$ cat src/sv/sasfr_pkg.sv
// Types and constants shared by the six-axis sensor frame receiver files.
package sasfr_pkg;

    localparam logic [7:0]  CMD_AUTO_ON = 8'hAE;
    localparam logic [7:0]  START_BYTE  = 8'h96;
    localparam logic [7:0]  END_BYTE    = 8'h8D;
    localparam logic [15:0] AXIS_OFFSET = 16'd8192;
    localparam logic [13:0] SUM_MASK    = 14'h3FFF;
    localparam int          SUM_SPAN    = 13;
    localparam int          FRAME_LEN   = 16;
    localparam int          AXES        = 6;

    // bytes kept in registers: a frame's last byte is the closing item itself
    localparam int          STORE_N     = FRAME_LEN - 1;
    localparam int          STORE_IDX_W = $clog2(STORE_N);

    typedef enum logic [1:0] {
        MODE_RESET = 2'd0,
        MODE_INIT  = 2'd1,
        MODE_RUN   = 2'd2
    } t_mode;

    typedef struct packed {
        logic       req_type;
        logic [7:0] rx_byte;
        logic       burst_end;
    } t_in_item;

    typedef struct packed {
        logic               tx_valid;
        logic [7:0]         tx_byte;
        logic               frame_ok;
        logic               connected;
        logic signed [15:0] axis_x;
        logic signed [15:0] axis_y;
        logic signed [15:0] axis_z;
        logic signed [15:0] axis_a;
        logic signed [15:0] axis_b;
        logic signed [15:0] axis_c;
    } t_out_item;

endpackage

$ cat src/sv/six_axis_sensor_frame_receiver.sv
// Six-axis sensor frame receiver: burst collection, mode control and frame decode.
// Timing: a start request or a burst-closing byte yields its item on o_out_valid in the
// cycle after acceptance; other bytes yield no item.
// Throughput: one input item per cycle; the single output register is refilled in the
// same cycle it is drained, so o_in_ready drops only while an item waits downstream.
// Reset (synchronous, i_rst_n low): reset mode, empty burst, link down, axes zero,
// no output item pending.
module six_axis_sensor_frame_receiver #(
    parameter int BUF_BYTES = 17
) (
    input  logic                  i_clk,
    input  logic                  i_rst_n,
    input  logic                  i_in_valid,
    output logic                  o_in_ready,
    input  sasfr_pkg::t_in_item   i_in_item,
    output logic                  o_out_valid,
    input  logic                  i_out_ready,
    output sasfr_pkg::t_out_item  o_out_item
);
    import sasfr_pkg::*;

    localparam int CNT_W = $clog2(BUF_BYTES + 1);

    t_mode            r_mode, n_mode;
    logic [CNT_W-1:0] r_cnt, n_cnt;
    logic [13:0]      r_sum, n_sum;
    logic             r_link, n_link;
    logic [15:0]      r_axis [AXES];
    logic [15:0]      n_axis [AXES];
    logic [7:0]       r_buf  [STORE_N];
    t_out_item        r_out, n_out;
    logic             r_out_valid, n_out_valid;

    logic             w_acc;
    logic             w_close;
    logic [CNT_W-1:0] w_cnt_inc;
    logic [15:0]      w_got;
    logic             w_is_frame;
    logic             w_is_ack;
    logic             w_ok;

    assign o_in_ready  = ~r_out_valid | i_out_ready;
    assign o_out_valid = r_out_valid;
    assign o_out_item  = r_out;

    assign w_acc     = i_in_valid & o_in_ready;
    assign w_cnt_inc = r_cnt + CNT_W'(1);
    assign w_close   = i_in_item.burst_end | (w_cnt_inc == CNT_W'(BUF_BYTES));

    // received checksum is byte13*128 + byte14; can reach 16 bits and then never matches
    assign w_got      = {1'b0, r_buf[13], 7'b0} + 16'(r_buf[14]);
    assign w_is_frame = (r_cnt == CNT_W'(FRAME_LEN - 1)) && (r_buf[0] == START_BYTE) &&
                        (i_in_item.rx_byte == END_BYTE) && (w_got == {2'b0, r_sum});
    assign w_is_ack   = (r_cnt == CNT_W'(1)) && (r_buf[0] == CMD_AUTO_ON) &&
                        (i_in_item.rx_byte == END_BYTE);

    // next mode
    always_comb begin
        n_mode = r_mode;
        if (w_acc) begin
            if (!i_in_item.req_type) begin
                n_mode = MODE_INIT;
            end else if (w_close && r_mode == MODE_INIT && w_is_ack) begin
                n_mode = MODE_RUN;
            end
        end
    end

    // burst bookkeeping, link status, axes and the output item
    always_comb begin
        n_cnt       = r_cnt;
        n_sum       = r_sum;
        n_link      = r_link;
        n_axis      = r_axis;
        n_out       = r_out;
        n_out_valid = r_out_valid & ~i_out_ready;
        w_ok        = 1'b0;
        if (w_acc) begin
            if (!i_in_item.req_type) begin
                n_link = 1'b0;
                n_cnt  = '0;
                n_sum  = '0;
            end else if (w_close) begin
                unique case (r_mode)
                    MODE_INIT: begin
                    end
                    MODE_RUN: begin
                        if (w_is_frame) begin
                            for (int i = 0; i < AXES; i++) begin
                                n_axis[i] = ({1'b0, r_buf[1 + 2 * i], 7'b0} +
                                             16'(r_buf[2 + 2 * i])) - AXIS_OFFSET;
                            end
                            n_link = 1'b1;
                            w_ok   = 1'b1;
                        end else begin
                            n_link = 1'b0;
                        end
                    end
                    default: begin
                        n_link = 1'b0;
                    end
                endcase
                n_cnt = '0;
                n_sum = '0;
            end else begin
                n_cnt = w_cnt_inc;
                if (r_cnt < CNT_W'(SUM_SPAN)) begin
                    n_sum = (r_sum + 14'(i_in_item.rx_byte)) & SUM_MASK;
                end
            end

            if (!i_in_item.req_type || w_close) begin
                n_out_valid     = 1'b1;
                n_out.tx_valid  = ~i_in_item.req_type;
                n_out.tx_byte   = i_in_item.req_type ? 8'h00 : CMD_AUTO_ON;
                n_out.frame_ok  = w_ok;
                n_out.connected = n_link;
                n_out.axis_x    = $signed(n_axis[0]);
                n_out.axis_y    = $signed(n_axis[1]);
                n_out.axis_z    = $signed(n_axis[2]);
                n_out.axis_a    = $signed(n_axis[3]);
                n_out.axis_b    = $signed(n_axis[4]);
                n_out.axis_c    = $signed(n_axis[5]);
            end
        end
    end

    always_ff @(posedge i_clk) begin
        if (!i_rst_n) begin
            r_mode      <= MODE_RESET;
            r_cnt       <= '0;
            r_sum       <= '0;
            r_link      <= 1'b0;
            r_out_valid <= 1'b0;
            for (int i = 0; i < AXES; i++) begin
                r_axis[i] <= '0;
            end
        end else begin
            r_mode      <= n_mode;
            r_cnt       <= n_cnt;
            r_sum       <= n_sum;
            r_link      <= n_link;
            r_out_valid <= n_out_valid;
            r_axis      <= n_axis;
        end
    end

    // payload: burst bytes and the output item
    always_ff @(posedge i_clk) begin
        r_out <= n_out;
        if (w_acc && i_in_item.req_type && r_cnt < CNT_W'(STORE_N)) begin
            r_buf[r_cnt[STORE_IDX_W-1:0]] <= i_in_item.rx_byte;
        end
    end

endmodule

$ cat config.mk
export PLATFORM = sky130hd
export DESIGN_NAME = six_axis_sensor_frame_receiver
export DESIGN_NICKNAME = d
export VERILOG_FILES = /design/src/sv/sasfr_pkg.sv /design/src/sv/six_axis_sensor_frame_receiver.sv
export SDC_FILE = /design/constraint.sdc
export NUM_CORES = 1
export LEC_CHECK = 0
export BUFFER_PORTS_ARGS = -buffer_cell sky130_fd_sc_hd__buf_2
export CORE_UTILIZATION = 54
export DETAILED_ROUTE_END_ITERATION = 6
export PLACE_DENSITY = 0.86
export SETUP_SLACK_MARGIN = 0.05
export SLEW_MARGIN = 20
export SYNTH_ARGS = -nofsm -noshare
export SYNTH_HDL_FRONTEND = slang
export SYNTH_SLANG_ARGS = --single-unit
export TNS_END_PERCENT = 30
$ cat constraint.sdc
create_clock -name i_clk -period 3.9 [get_ports i_clk]
set_input_delay 0.39 -clock i_clk [delete_from_list [all_inputs] [get_ports i_clk]]
set_output_delay 0.39 -clock i_clk [all_outputs]
set_load 0.01 [all_outputs]
==> impl_metrics.toml <==
[outcome]
status = "finished, final reports clean"

[drt]
vias = 9639
dr.first_iter.drc_count = 1050
vias_per_cell = 6.00
final_antenna_net_count = 0
drc = 0
finalWirelength_um = 32100
routedWlPerCell_um = 20.0
dr.pass1.iters = 5

[floorplanning]
initial_utilization_pct = 54.8
die-width_um = 164
chipHeight_um = 164
design.die.area_um2 = 27000
design.core.area_um2 = 25900
io-pin-count = 123
fp-row-count = 59

[global_routing]
grt_use_total_pct = 23.8
via_count_of_the_first_global_routing_pass = 9312
grt_pass1_wl_um = 49700
antenna_found_initial = 1
grt_remaining_overflow = 0
pin_count_of_the_biggest_net_entering_global_routing = 104

[setup_path]
type_of_element_launching_the_critical_path = "register"
rrSetupSlack_ps = 290
timing.critical_path.required_ps = 4160
crit_buf_inv = 1
cp_common_cell = "ha_1"
critPathCaptureType = "register"
crit_slowest_cell = "dfxtp_1"
max_stage_delay_ps = 480
category_of_the_most_critical_setup_path = "register to register"
critPathTopFamily = "compound AO/OA/AOI/OAI gates"
cp_max_fo = 22
worstRegToRegCells = 10
r2r-end = "o_out_item[95]"
worst_ep_arrival_time_ps = 3870
worst_r2r_startpoint = "r_cnt[0]"
timing.critical_path.cells = "ha_1 -> and3_1 -> ha_1 -> nand2b_1 -> a211oi_2 -> o21ai_1 -> nor4_4 -> o21ai_4 -> buf_4 -> mux2_1"

[finish]
design_area_um2 = 16300
nNetsFinal = 1292
drive_gt1_share_pct = 22.1
syn2layout_area_growth_pct = 14.4
postLayoutCoreUtil_pct = 62.7
fill_cells = 1845

[place]
place.detailed.hpwl_um = 19000
dpl-instance-area_um2 = 15100
place_congestion = 0.871
port_buffers = 119

[synthesis]
synth_top_cells_by_area = "edfxtp_1 (46%), dfxtp_1 (17%), mux2_2 (6.2%), nand4_1 (4.4%), nand2_1 (3.4%)"
synth_cell_types = 60
synth.most_common_cell = "edfxtp_1"
netlist.area_leader.share_pct = 46.3
syn_avg_cell_area_um2 = 12.4
async_reset_ff_share_pct = 0
seq_area_frac_synth_pct = 63.1
yosys_warnings = 0
ys_dominant_reg_cell = "edfxtp_1"
netlist_instances = 1144
yosys_register_bits = 338
synth_top_cells_by_count = "edfxtp_1 (219), nand2_1 (128), dfxtp_1 (119), nand4_1 (99), o21ai_0 (80)"
largest_area_contributor_in_the_netlist = "edfxtp_1"
number_of_enable_flip_flop_cells_after_synthesis = 219
synth_area_um2 = 14200

[sta]
finClkSkew_ps = 18.6
worstMarginPinSlew_ps = 1060
timing.final.setup_violations = 0
max_slew_margin_pct = 29.5
finalCriticalPeriod_ps = 3610
period_share_pct = 92.5
rsz0062_at_grt = "no"
final.setup.tns_ps = 0
max_freq_mhz = 277
slew_violations = 0
final-hold-violation-count = 0

[clocking]
ctsLongestPathBuffers = 3
clk_root_buffer_cell = "clkbuf_16"
post_cts_resize_count = 0
tritoncts_num_sinks = 338
htreeDepth = 2
post-cts-setup-buffer-count = 0
tritoncts = "yes"
holdBufCountCts = 0
worst_setup_hold_path_clk_slew_ps = 60
clk_latency_ps = 510
cts-buffers-inserted = 34

[min_path]
holdPathStages = 3
worst_hold_startpoint = "i_in_item[9]"
min_delay_worst_endpoint = "r_mode[1]"
timing.hold.worst.class = "input pin to register"

[pwr]
power.total_mw = 7.48
pwr_density_cell_nw_per_um2 = 460
power_leakage_nw = 5.96
worst_ir_drop_on_vdd_mv = 0.289

[job]
drv_cap = 0
logic make-up (layout without fill, tap and decap cells):
| family | count (synthesis) | count (layout) | synth area share, % |
|---|---|---|---|
| AO/OA/AOI/OAI | 158 | 158 | 6.54 |
| XOR/XNOR | 61 | 61 | 3.76 |
| adder cells (fa/ha/maj) | 32 | 32 | 2.87 |
| buffers and inverters | 91 | 216 | 2.87 |
| flip-flops | 338 | 338 | 63.1 |
| multiplexers | 98 | 98 | 7.75 |
| other | 1 | 4 | 0.0264 |
| AND/OR/NAND/NOR | 365 | 365 | 13.1 |
registers in the layout (all words and copies together) (netlist names):
signal       flops
r_sum           14
r_cnt            5
o_out_valid      1
r_buf          120
o_out_item      99
r_axis          96
r_mode           2
r_link           1
worst max-delay path by stage:
stage               slack, ps              to     start  depth (start not counted)
global route              130  o_out_item[95]  r_cnt[0]                         10
CTS                       210      r_axis[24]  r_cnt[0]                         10
floorplan                 340   o_out_item[0]  r_cnt[0]                          8
global placement          490      r_axis[19]  r_cnt[0]                         10
detailed placement        280      r_axis[11]  r_cnt[0]                         10
finish                    290  o_out_item[95]  r_cnt[0]                         10
cell usage in the layout (no fill, tap or decap), drive strengths merged, types with 5 or more instances in the layout:
cell type and n:
nor3 18, mux2 96, ha 31, a41oi 6, nand4 99, nor2 43, nand2 128, a21oi 15
inv 12, o211ai 9, clkbuf 45, buf 143, and3 8, a211oi 5, xnor2 42, edfxtp 219
nand3 32, clkinv 10, dfxtp 119, xor2 19, or3 5, a22oi 5, nor4b 5, o21ai 100
layer usage:
metal  global-route usage, %  part of all wire [%]
met3                    3.38                   6.4
met2                    38.9                    49
met1                    31.9                    41
met5                       0                     0
met4                    9.85                   3.4
power by group:
| group | switching, mW | total, mW | internal (mW) | leakage, nW |
|---|---|---|---|---|
| sequential | 0.0263 | 3.90 | 3.87 | 3.03 |
| combinational | 0.218 | 0.304 | 0.0866 | 2.38 |
| clock | 1.32 | 3.28 | 1.96 | 0.546 |
| total | 1.57 | 7.48 | 5.91 | 5.96 |
cell type report:
type	count	area, um^2	share of cell area, %
Sequential cell	338	8960	55.1
Antenna cell	1	2.50	0.0154
Multi-Input combinational cell	717	4870	30.0
Timing Repair Buffer	143	836	5.14
Clock inverter	16	185	1.14
Inverter	12	48.8	0.300
Clock buffer	45	933	5.74
Tap cell	335	419	2.58
worst min-delay path: cells and delay by family:
| family | cells | cell delay [ps] |
|---|---|---|
| buf+inv | 1 | 140 |
| simple gates | 1 | 70 |
| mux | 1 | 80 |
through the flow:
step | hold slack [ps] | worst slack (ps) | instances
2_1_floorplan | 425 | 342 | 1146
3_3_place_gp | 433 | 486 | 1545
3_5_place_dp | 441 | 279 | 1545
4_1_cts | 215 | 212 | 1606
5_1_grt | 256 | 128 | 1606
6_report | 228 | 291 | 1607
Note: power is estimated with default switching activity, not from simulation.
